[src/rtl/core/rvex_pkg.sv]
// ----------------------------------------------------------------------------
// rvex_pkg
// Shared types and constants of the integer execute unit.
// ----------------------------------------------------------------------------
package rvex_pkg;

    localparam logic [1:0] REQ_IMM    = 2'd0;
    localparam logic [1:0] REQ_LUI    = 2'd1;
    localparam logic [1:0] REQ_REG    = 2'd2;
    localparam logic [1:0] REQ_BRANCH = 2'd3;

    localparam logic [6:0] F7_BASE   = 7'b0000000;
    localparam logic [6:0] F7_ALT    = 7'b0100000;
    localparam logic [6:0] F7_MULDIV = 7'b0000001;

    localparam int QUEUE_DEPTH = 4;
    localparam int DIV_STEPS   = 32;

    typedef enum logic [3:0] {
        OP_ADD, OP_SUB, OP_SLL, OP_SLT, OP_SLTU, OP_XOR, OP_SRL, OP_SRA,
        OP_OR, OP_AND, OP_PASS, OP_MUL, OP_DIV, OP_BRANCH, OP_ILLEGAL
    } t_op;

    typedef struct packed {
        t_op         op;
        logic [2:0]  funct3;
        logic [31:0] a;
        logic [31:0] b;
        logic [7:0]  tag;
    } t_uop;

endpackage

[src/rtl/core/rvex_front.sv]
// ----------------------------------------------------------------------------
// rvex_front
// Decode a request into an operation and its operands.
// ----------------------------------------------------------------------------
module rvex_front (
    input  logic [1:0]    i_req_type,
    input  logic [2:0]    i_funct3,
    input  logic [6:0]    i_funct7,
    input  logic [31:0]   i_src_a,
    input  logic [31:0]   i_src_b,
    input  logic [31:0]   i_immediate,
    input  logic [7:0]    i_tag_in,
    output rvex_pkg::t_uop o_uop
);
    import rvex_pkg::*;

    always_comb begin
        o_uop.funct3 = i_funct3;
        o_uop.a      = i_src_a;
        o_uop.b      = i_src_b;
        o_uop.tag    = i_tag_in;
        o_uop.op     = OP_ILLEGAL;
        case (i_req_type)
            REQ_IMM: begin
                o_uop.b = i_immediate;
                case (i_funct3)
                    3'd0: o_uop.op = OP_ADD;
                    3'd2: o_uop.op = OP_SLT;
                    3'd3: o_uop.op = OP_SLTU;
                    3'd4: o_uop.op = OP_XOR;
                    3'd6: o_uop.op = OP_OR;
                    3'd7: o_uop.op = OP_AND;
                    3'd1: o_uop.op = (i_funct7 == F7_BASE) ? OP_SLL : OP_ILLEGAL;
                    default: begin
                        if (i_funct7 == F7_BASE) o_uop.op = OP_SRL;
                        else if (i_funct7 == F7_ALT) o_uop.op = OP_SRA;
                    end
                endcase
            end
            REQ_LUI: begin
                o_uop.op = OP_PASS;
                o_uop.b  = i_immediate;
            end
            REQ_REG: begin
                if (i_funct7 == F7_BASE) begin
                    case (i_funct3)
                        3'd0: o_uop.op = OP_ADD;
                        3'd1: o_uop.op = OP_SLL;
                        3'd2: o_uop.op = OP_SLT;
                        3'd3: o_uop.op = OP_SLTU;
                        3'd4: o_uop.op = OP_XOR;
                        3'd5: o_uop.op = OP_SRL;
                        3'd6: o_uop.op = OP_OR;
                        default: o_uop.op = OP_AND;
                    endcase
                end else if (i_funct7 == F7_ALT && i_funct3 == 3'd0) begin
                    o_uop.op = OP_SUB;
                end else if (i_funct7 == F7_ALT && i_funct3 == 3'd5) begin
                    o_uop.op = OP_SRA;
                end else if (i_funct7 == F7_MULDIV && i_funct3 == 3'd0) begin
                    o_uop.op = OP_MUL;
                end else if (i_funct7 == F7_MULDIV && i_funct3 == 3'd4) begin
                    o_uop.op = OP_DIV;
                end
            end
            default: begin
                if (i_funct3 != 3'd2 && i_funct3 != 3'd3) o_uop.op = OP_BRANCH;
            end
        endcase
    end

endmodule

[src/rtl/core/rvex_queue.sv]
// ----------------------------------------------------------------------------
// rvex_queue
// Short FIFO between decode and execute.
// ----------------------------------------------------------------------------
module rvex_queue #(
    parameter int DEPTH = rvex_pkg::QUEUE_DEPTH
) (
    input  logic           i_clk,
    input  logic           i_rst_n,
    input  logic           i_push,
    input  rvex_pkg::t_uop i_uop,
    input  logic           i_pop,
    output logic           o_empty,
    output logic           o_full,
    output rvex_pkg::t_uop o_uop
);
    import rvex_pkg::*;

    localparam int AW = (DEPTH > 1) ? $clog2(DEPTH) : 1;

    t_uop            r_mem [DEPTH];
    logic [AW-1:0]   r_wp, r_rp, n_wp, n_rp;
    logic [AW:0]     r_cnt, n_cnt;

    function automatic logic [AW-1:0] inc(input logic [AW-1:0] p);
        return (p == AW'(DEPTH - 1)) ? '0 : p + 1'b1;
    endfunction

    always_comb begin
        n_wp  = i_push ? inc(r_wp) : r_wp;
        n_rp  = i_pop ? inc(r_rp) : r_rp;
        n_cnt = r_cnt + (AW+1)'(i_push) - (AW+1)'(i_pop);
    end

    always_ff @(posedge i_clk) begin
        if (!i_rst_n) begin
            r_wp  <= '0;
            r_rp  <= '0;
            r_cnt <= '0;
        end else begin
            r_wp  <= n_wp;
            r_rp  <= n_rp;
            r_cnt <= n_cnt;
        end
    end

    always_ff @(posedge i_clk) begin
        if (i_push) r_mem[r_wp] <= i_uop;
    end

    assign o_uop   = r_mem[r_rp];
    assign o_empty = (r_cnt == '0);
    assign o_full  = (r_cnt == (AW+1)'(DEPTH));

    a_no_overflow: assert property (@(posedge i_clk) disable iff (!i_rst_n)
        o_full |-> !i_push) else $error("queue overflow");
    a_no_underflow: assert property (@(posedge i_clk) disable iff (!i_rst_n)
        o_empty |-> !i_pop) else $error("queue underflow");
    a_count: assert property (@(posedge i_clk) disable iff (!i_rst_n)
        r_cnt <= (AW+1)'(DEPTH)) else $error("queue count out of range");

endmodule

[src/rtl/core/rvex_back.sv]
// ----------------------------------------------------------------------------
// rvex_back
// Execute stage: ALU with registered result, registered multiply, iterative divide.
// ----------------------------------------------------------------------------
module rvex_back (
    input  logic           i_clk,
    input  logic           i_rst_n,
    input  logic           i_valid,
    input  rvex_pkg::t_uop i_uop,
    output logic           o_pop,
    output logic           o_strobe,
    output logic [31:0]    o_result,
    output logic           o_write_enable,
    output logic           o_branch_taken,
    output logic           o_illegal,
    output logic [7:0]     o_tag_out
);
    import rvex_pkg::*;

    localparam int CW = $clog2(DIV_STEPS + 1);

    logic [31:0] alu;
    logic        taken, lt_s, lt_u;
    logic [4:0]  sh;

    logic        r_mul_busy;
    logic [31:0] r_mul;
    logic [7:0]  r_mtag;

    logic        r_div_busy;
    logic [CW-1:0] r_cnt;
    logic [31:0] r_q, r_d, r_rem;
    logic        r_neg, r_zero;
    logic [7:0]  r_dtag;
    logic [32:0] trial;

    logic        issue;

    always_comb begin
        sh    = i_uop.b[4:0];
        lt_s  = $signed(i_uop.a) < $signed(i_uop.b);
        lt_u  = i_uop.a < i_uop.b;
        alu   = '0;
        taken = 1'b0;
        case (i_uop.op)
            OP_ADD:  alu = i_uop.a + i_uop.b;
            OP_SUB:  alu = i_uop.a - i_uop.b;
            OP_SLL:  alu = i_uop.a << sh;
            OP_SLT:  alu = {31'd0, lt_s};
            OP_SLTU: alu = {31'd0, lt_u};
            OP_XOR:  alu = i_uop.a ^ i_uop.b;
            OP_SRL:  alu = i_uop.a >> sh;
            OP_SRA:  alu = 32'($signed(i_uop.a) >>> sh);
            OP_OR:   alu = i_uop.a | i_uop.b;
            OP_AND:  alu = i_uop.a & i_uop.b;
            OP_PASS: alu = i_uop.b;
            OP_BRANCH: begin
                case (i_uop.funct3)
                    3'd0: taken = (i_uop.a == i_uop.b);
                    3'd1: taken = (i_uop.a != i_uop.b);
                    3'd4: taken = lt_s;
                    3'd5: taken = !lt_s;
                    3'd6: taken = lt_u;
                    default: taken = !lt_u;
                endcase
            end
            default: alu = '0;
        endcase
    end

    assign issue  = i_valid && !r_div_busy && !r_mul_busy;
    assign o_pop  = issue;
    assign trial  = {r_rem, r_d[31]} - {1'b0, r_q};

    always_ff @(posedge i_clk) begin
        if (!i_rst_n) begin
            r_mul_busy <= 1'b0;
            r_div_busy <= 1'b0;
            o_strobe   <= 1'b0;
            r_cnt      <= '0;
        end else begin
            o_strobe   <= 1'b0;
            r_mul_busy <= 1'b0;
            if (r_mul_busy) begin
                o_strobe       <= 1'b1;
                o_result       <= r_mul;
                o_write_enable <= 1'b1;
                o_branch_taken <= 1'b0;
                o_illegal      <= 1'b0;
                o_tag_out      <= r_mtag;
            end
            if (r_div_busy) begin
                if (r_cnt == CW'(DIV_STEPS)) begin
                    r_div_busy     <= 1'b0;
                    o_strobe       <= 1'b1;
                    o_result       <= r_zero ? 32'hFFFF_FFFF : (r_neg ? -r_d : r_d);
                    o_write_enable <= 1'b1;
                    o_branch_taken <= 1'b0;
                    o_illegal      <= 1'b0;
                    o_tag_out      <= r_dtag;
                end else begin
                    r_cnt <= r_cnt + 1'b1;
                    if (!trial[32]) begin
                        r_rem <= trial[31:0];
                        r_d   <= {r_d[30:0], 1'b1};
                    end else begin
                        r_rem <= {r_rem[30:0], r_d[31]};
                        r_d   <= {r_d[30:0], 1'b0};
                    end
                end
            end
            if (issue) begin
                if (i_uop.op == OP_MUL) begin
                    r_mul_busy <= 1'b1;
                    r_mul      <= 32'(i_uop.a * i_uop.b);
                    r_mtag     <= i_uop.tag;
                end else if (i_uop.op == OP_DIV) begin
                    r_div_busy <= 1'b1;
                    r_cnt      <= '0;
                    r_rem      <= '0;
                    r_d        <= i_uop.a[31] ? -i_uop.a : i_uop.a;
                    r_q        <= i_uop.b[31] ? -i_uop.b : i_uop.b;
                    r_neg      <= i_uop.a[31] ^ i_uop.b[31];
                    r_zero     <= (i_uop.b == '0);
                    r_dtag     <= i_uop.tag;
                end else begin
                    o_strobe       <= 1'b1;
                    o_result       <= alu;
                    o_write_enable <= (i_uop.op != OP_BRANCH) && (i_uop.op != OP_ILLEGAL);
                    o_branch_taken <= taken;
                    o_illegal      <= (i_uop.op == OP_ILLEGAL);
                    o_tag_out      <= i_uop.tag;
                end
            end
        end
    end

    a_one_unit: assert property (@(posedge i_clk) disable iff (!i_rst_n)
        !(r_mul_busy && r_div_busy)) else $error("mul and div both busy");
    a_mul_done: assert property (@(posedge i_clk) disable iff (!i_rst_n)
        r_mul_busy |=> o_strobe) else $error("mul result lost");
    a_div_hold: assert property (@(posedge i_clk) disable iff (!i_rst_n)
        r_div_busy |-> !o_pop) else $error("issue during divide");

endmodule

[src/rtl/core/rv32im_integer_execute.sv]
// ----------------------------------------------------------------------------
// rv32im_integer_execute
// Integer execute unit: ALU, branch compare, MUL and DIV of RV32IM.
// ----------------------------------------------------------------------------
// A request is taken on a rising edge with start high and busy low.
// Each request gives exactly one result, shown for one cycle with
// o_strobe high, in request order; the receiver cannot stall it.
// The front decodes each request into a four-entry queue; the back
// drains it. ALU, LUI, branch and illegal requests have their result
// registered as they leave the queue, and one request is accepted per
// cycle while busy is low.
// MUL is registered in r_mul before the output register, and the back
// issues nothing in the cycle after it. DIV runs a radix-2 restoring
// loop of 32 steps plus one output step; the back holds the queue until
// the DIV result is registered, and busy rises once the queue fills.
// Synchronous reset empties the queue and drops any result in flight.
// ----------------------------------------------------------------------------
module rv32im_integer_execute #(
    parameter int QDEPTH = rvex_pkg::QUEUE_DEPTH
) (
    input  logic        i_clk,
    input  logic        i_rst_n,
    input  logic        start,
    output logic        busy,
    input  logic [1:0]  i_req_type,
    input  logic [2:0]  i_funct3,
    input  logic [6:0]  i_funct7,
    input  logic [31:0] i_src_a,
    input  logic [31:0] i_src_b,
    input  logic [31:0] i_immediate,
    input  logic [7:0]  i_tag_in,
    output logic        o_strobe,
    output logic [31:0] o_result,
    output logic        o_write_enable,
    output logic        o_branch_taken,
    output logic        o_illegal,
    output logic [7:0]  o_tag_out
);
    import rvex_pkg::*;

    t_uop dec_uop, q_uop;
    logic q_empty, q_full, q_pop, push;

    assign busy = q_full;
    assign push = start && !busy;

    rvex_front u_front (
        .i_req_type (i_req_type),
        .i_funct3   (i_funct3),
        .i_funct7   (i_funct7),
        .i_src_a    (i_src_a),
        .i_src_b    (i_src_b),
        .i_immediate(i_immediate),
        .i_tag_in   (i_tag_in),
        .o_uop      (dec_uop)
    );

    rvex_queue #(.DEPTH(QDEPTH)) u_queue (
        .i_clk  (i_clk),
        .i_rst_n(i_rst_n),
        .i_push (push),
        .i_uop  (dec_uop),
        .i_pop  (q_pop),
        .o_empty(q_empty),
        .o_full (q_full),
        .o_uop  (q_uop)
    );

    rvex_back u_back (
        .i_clk         (i_clk),
        .i_rst_n       (i_rst_n),
        .i_valid       (!q_empty),
        .i_uop         (q_uop),
        .o_pop         (q_pop),
        .o_strobe      (o_strobe),
        .o_result      (o_result),
        .o_write_enable(o_write_enable),
        .o_branch_taken(o_branch_taken),
        .o_illegal     (o_illegal),
        .o_tag_out     (o_tag_out)
    );

endmodule

[config.mk]
export PLATFORM = sky130hd
export DESIGN_NAME = rv32im_integer_execute
export DESIGN_NICKNAME = d
export VERILOG_FILES = /design/src/rtl/core/rvex_pkg.sv /design/src/rtl/core/rvex_front.sv /design/src/rtl/core/rvex_queue.sv /design/src/rtl/core/rvex_back.sv /design/src/rtl/core/rv32im_integer_execute.sv
export SDC_FILE = /design/constraint.sdc
export NUM_CORES = 2
export LEC_CHECK = 0
export ABC_AREA = 1
export BUFFER_PORTS_ARGS = -buffer_cell sky130_fd_sc_hd__buf_2
export CELL_PAD_IN_SITES_DETAIL_PLACEMENT = 1
export CELL_PAD_IN_SITES_GLOBAL_PLACEMENT = 1
export CORE_UTILIZATION = 44
export DETAILED_ROUTE_END_ITERATION = 16
export GPL_ROUTABILITY_DRIVEN = 1
export HOLD_SLACK_MARGIN = 0.1
export PLACE_DENSITY_LB_ADDON = 0.1
export SYNTH_ARGS = -nofsm -noshare
export SYNTH_HDL_FRONTEND = slang
export SYNTH_SLANG_ARGS = --single-unit
[constraint.sdc]
create_clock -name i_clk -period 8.2 [get_ports i_clk]
set_clock_uncertainty 0.15 [all_clocks]
set_input_delay 1.64 -clock i_clk [delete_from_list [all_inputs] [get_ports i_clk]]
set_output_delay 1.64 -clock i_clk [all_outputs]
set_load 0.01 [all_outputs]
==> impl_summary.txt <==
----------------------------------------------------
[Placement]
  Port-buffer cells ... 163
  Placed Cells incl. Taps ... 7,992
  Weighted congestion reported at the end of routability-driven placement ... 1.07
  Placed wire-length estimate ... 198,000 um

[Die]
  Die Area ... 0.116 mm2
  Core Area ... 0.113 mm2
  Horizontal extent of the die ... 341 um
  Die Y ... 341 um
  Site Rows ... 123
  Initial core utilization ... 0.446
  Number of top-level pins ... 164

[Detailed routing]
  Via/cell ratio ... 5.96
  Number of vias after detailed routing ... 48,300
  Final WL ... 250,000 um
  Post-detailed-route count of antenna-violating nets ... 0
  Number of optimization iterations in the first detailed-route pass ... 5
  Detailed-route wire length per cell ... 30.8 um
  Remaining design rule violation count ... 0
  Drt initial violations ... 5,055

[Global route]
  Largest net degree at the start of global routing ... 96
  Remaining global-route overflow ... 0
  Total global routing track utilization ... 0.427
  Initial antenna violation count ... 21
  Global-route wire length before repair ... 354,000 um
  Via count of the first global-routing pass ... 49,600

[Timing]
  Worst-case headroom to the max-slew limit ... 0.102
  Share of the cycle needed by the critical path after routing ... 0.971
  Fin. max-slew vios ... 0
  Unrepaired setup endpoints after global routing ... yes
  Top achievable clock speed ... 0.126 GHz
  Final min period ... 7960 ps
  Count of endpoints failing hold in the final timing report ... 0
  Setup violators final ... 0
  Transition time of the tightest slew-check pin ... 1330 ps

[Clock tree]
  Setup Buffers After CTS ... 0
  Clock-pin slew on the worst setup and hold paths ... 80 ps
  Clock buffer depth ... 3
  CTS Buf Count ... 59
  Master cell of the clock root buffer ... sky130_fd_sc_hd__clkbuf_16
  CTS hold repair buffers ... 0
  Sink Count ... 523
  TritonCTS clock tree ... built
  Htree depth ... 2
  Clock network latency to the later pin of the worst-skew pair ... 710 ps

[Setup path]
  Data required, critical path ... 8520 ps
  Critical path endpoint category ... flop
  Cell mode on critical path ... sky130_fd_sc_hd__fa_1
  CP Class ... reg -> reg
  Longest individual stage delay on the worst path ... 530 ps
  CP startpoint kind ... flop
  Cell with the largest stage delay on the worst path ... sky130_fd_sc_hd__fa_1
  Critical path peak fanout ... 23
  Worst path arrival time ... 8280 ps

[Synth]
  Sequential area share after synthesis ... 0.308
  Number of cells produced by synthesis ... 6,391
  Synth area leader ... sky130_fd_sc_hd__edfxtp_1
  Post-synth EDFFs ... 505
  Distinct cells, synth ... 66
  Netlist area before placement ... 0.0505 mm2
  Most used standard cells in the synthesized netlist ... 1,650 x sky130_fd_sc_hd__nand2_1, 839 x sky130_fd_sc_hd__inv_1, 654 x sky130_fd_sc_hd__nor2_1, 505 x sky130_fd_sc_hd__edfxtp_1, 416 x sky130_fd_sc_hd__nand3_1
  Area share of the leading cell type in the synthesized netlist ... 0.301
  Synthesized netlist net count ... 7,186
  Yosys warning count ... 0
  Synthesized flop and latch total ... 523
  Post-Syn Area per Cell ... 7.90 um2
  Largest cells by area after synthesis ... sky130_fd_sc_hd__edfxtp_1 30%, sky130_fd_sc_hd__fa_1 16%, sky130_fd_sc_hd__nand2_1 12%, sky130_fd_sc_hd__ha_1 6.5%, sky130_fd_sc_hd__inv_1 6.2%
  Cell with the most instances after synthesis ... sky130_fd_sc_hd__nand2_1
  Post-synthesis async set-or-reset flop share ... 0
  Most used flip-flop cell after synthesis ... sky130_fd_sc_hd__edfxtp_1

[Job]
  Max-cap violation count ... 0

[Worst hold path]
  Worst hold path class ... reg -> reg
  Hold Crit Start ... u_back.r_cnt[5]

[Finish]
  Fill cells ... 13,900
  Final layout net count ... 7,350
  Layout overhead on the synthesized area ... 10.6%
  Final cell count without fillers ... 8,108
  Layout cell share with drive strength beyond 1 ... 0.0990

[Outcome]
  Status ... finished clean

----------------------------------------------------
## final cells by class
type	instances	area, um2	share of cell area
multi-input combinational	4662	30300	0.542
tap	1500	1880	0.0336
sequential	523	15500	0.278
clock buffer	69	1540	0.0275
timing repair buffer	399	2770	0.0496
inverter	910	3440	0.0616
clock inverter	43	412	0.00737
antenna	2	5.00	0.0000896
## registers in the layout (all words and copies together) (netlist names), 2 cells and up, named ones only
register          flops
u_queue.r_cnt         3
u_back.r_d           32
u_queue.r_rp          2
u_back.r_cnt          6
u_queue.r_wp          2
u_back.r_rem         32
u_back.r_q           32
u_back.r_dtag         8
u_back.r_mul         32
u_back.o_result      32
u_back.o_tag_out      8
u_queue.r_mem       316
u_back.r_mtag         8
## logic make-up after synthesis
| logic type | Yosys count | synth area share |
|---|---|---|
| xor+xnor | 130 | 0.0226 |
| buf+inv | 1206 | 0.0952 |
| compound gates | 910 | 0.105 |
| fa+ha+maj | 676 | 0.229 |
| flops | 523 | 0.308 |
| simple gates | 2946 | 0.241 |
## path summary, 6_finish.rpt
path | slack [ps] | endpoint | depth (start not counted)
hold reg to reg | 330 | u_back.r_cnt[5] | 2
setup reg to reg | 240 | u_back.r_mul[31] | 33
setup / recovery | 240 | u_back.r_mul[31] | 33
hold / removal | 330 | u_back.r_cnt[5] | 2
## metrics by stage
| stage | hold WS [ps] | cell area (um2) | setup TNS [ps] | setup WS (ps) | utilization |
|---|---|---|---|---|---|
| finish | 331 | 55800 | 0 | 237 | 0.494 |
| global route | 384 | 55800 | -106 | -79.1 | 0.494 |
| CTS | 335 | 55700 | 0 | 91.4 | 0.492 |
| detailed placement | 324 | 53700 | -19.4 | -19.4 | 0.475 |
| global placement | 306 | 53700 | 0 | 176 | 0.475 |
| floorplan | 297 | 50500 | 0 | 232 | - |
## per-layer routing
layer / global-route usage / part of all wire / vias to the layer above
met3: 0.103 / 0.094 / 599
met2: 0.651 / 0.44 / 2263
met1: 0.553 / 0.40 / 24400
met5: 0 / 0.00065 / -
li1: - / - / 21000
met4: 0.253 / 0.070 / 22
## critical path: cells and delay by family, from the launching register on
kind / cells / cell delay, ps
fa+ha+maj: 9 / 3810
simple gates: 13 / 1780
buf+inv: 9 / 1220
flops: 1 / 480
compound gates: 2 / 280
## cells in the final DEF, fill, tap and decap left out, types with 11 or more instances in the layout
master,instances
sky130_fd_sc_hd__o21ai_0,273
sky130_fd_sc_hd__o221ai_1,28
sky130_fd_sc_hd__fa_1,412
sky130_fd_sc_hd__nor2_1,645
sky130_fd_sc_hd__ha_1,261
sky130_fd_sc_hd__clkinv_1,16
sky130_fd_sc_hd__nor2_4,11
sky130_fd_sc_hd__a221oi_1,13
sky130_fd_sc_hd__or2_2,16
sky130_fd_sc_hd__nand2_2,28
sky130_fd_sc_hd__inv_1,838
sky130_fd_sc_hd__buf_4,221
sky130_fd_sc_hd__nor4_1,15
sky130_fd_sc_hd__a211oi_1,14
sky130_fd_sc_hd__o211ai_1,57
sky130_fd_sc_hd__nand3_1,416
sky130_fd_sc_hd__a21o_1,11
sky130_fd_sc_hd__nand2_1,1644
sky130_fd_sc_hd__nor2_2,15
sky130_fd_sc_hd__nor3_1,62
sky130_fd_sc_hd__o21bai_1,25
sky130_fd_sc_hd__o21a_1,13
sky130_fd_sc_hd__clkbuf_16,62
sky130_fd_sc_hd__o21ai_1,92
sky130_fd_sc_hd__xor2_1,95
sky130_fd_sc_hd__xnor2_1,35
sky130_fd_sc_hd__buf_2,162
sky130_fd_sc_hd__inv_2,60
sky130_fd_sc_hd__edfxtp_1,505
sky130_fd_sc_hd__a21oi_1,262
sky130_fd_sc_hd__nand4_1,53
sky130_fd_sc_hd__o22ai_1,47
sky130_fd_sc_hd__dfxtp_1,15
sky130_fd_sc_hd__clkinv_2,13
sky130_fd_sc_hd__a31oi_1,24
## what timing repair did
item,4_1_cts,5_1_grt
resized for setup,1,26
gates cloned,0,2
setup endpoints to repair,1,11
Power is not shown: default switching activity piles up to over one toggle a cycle in this logic, so the estimate is an artifact.
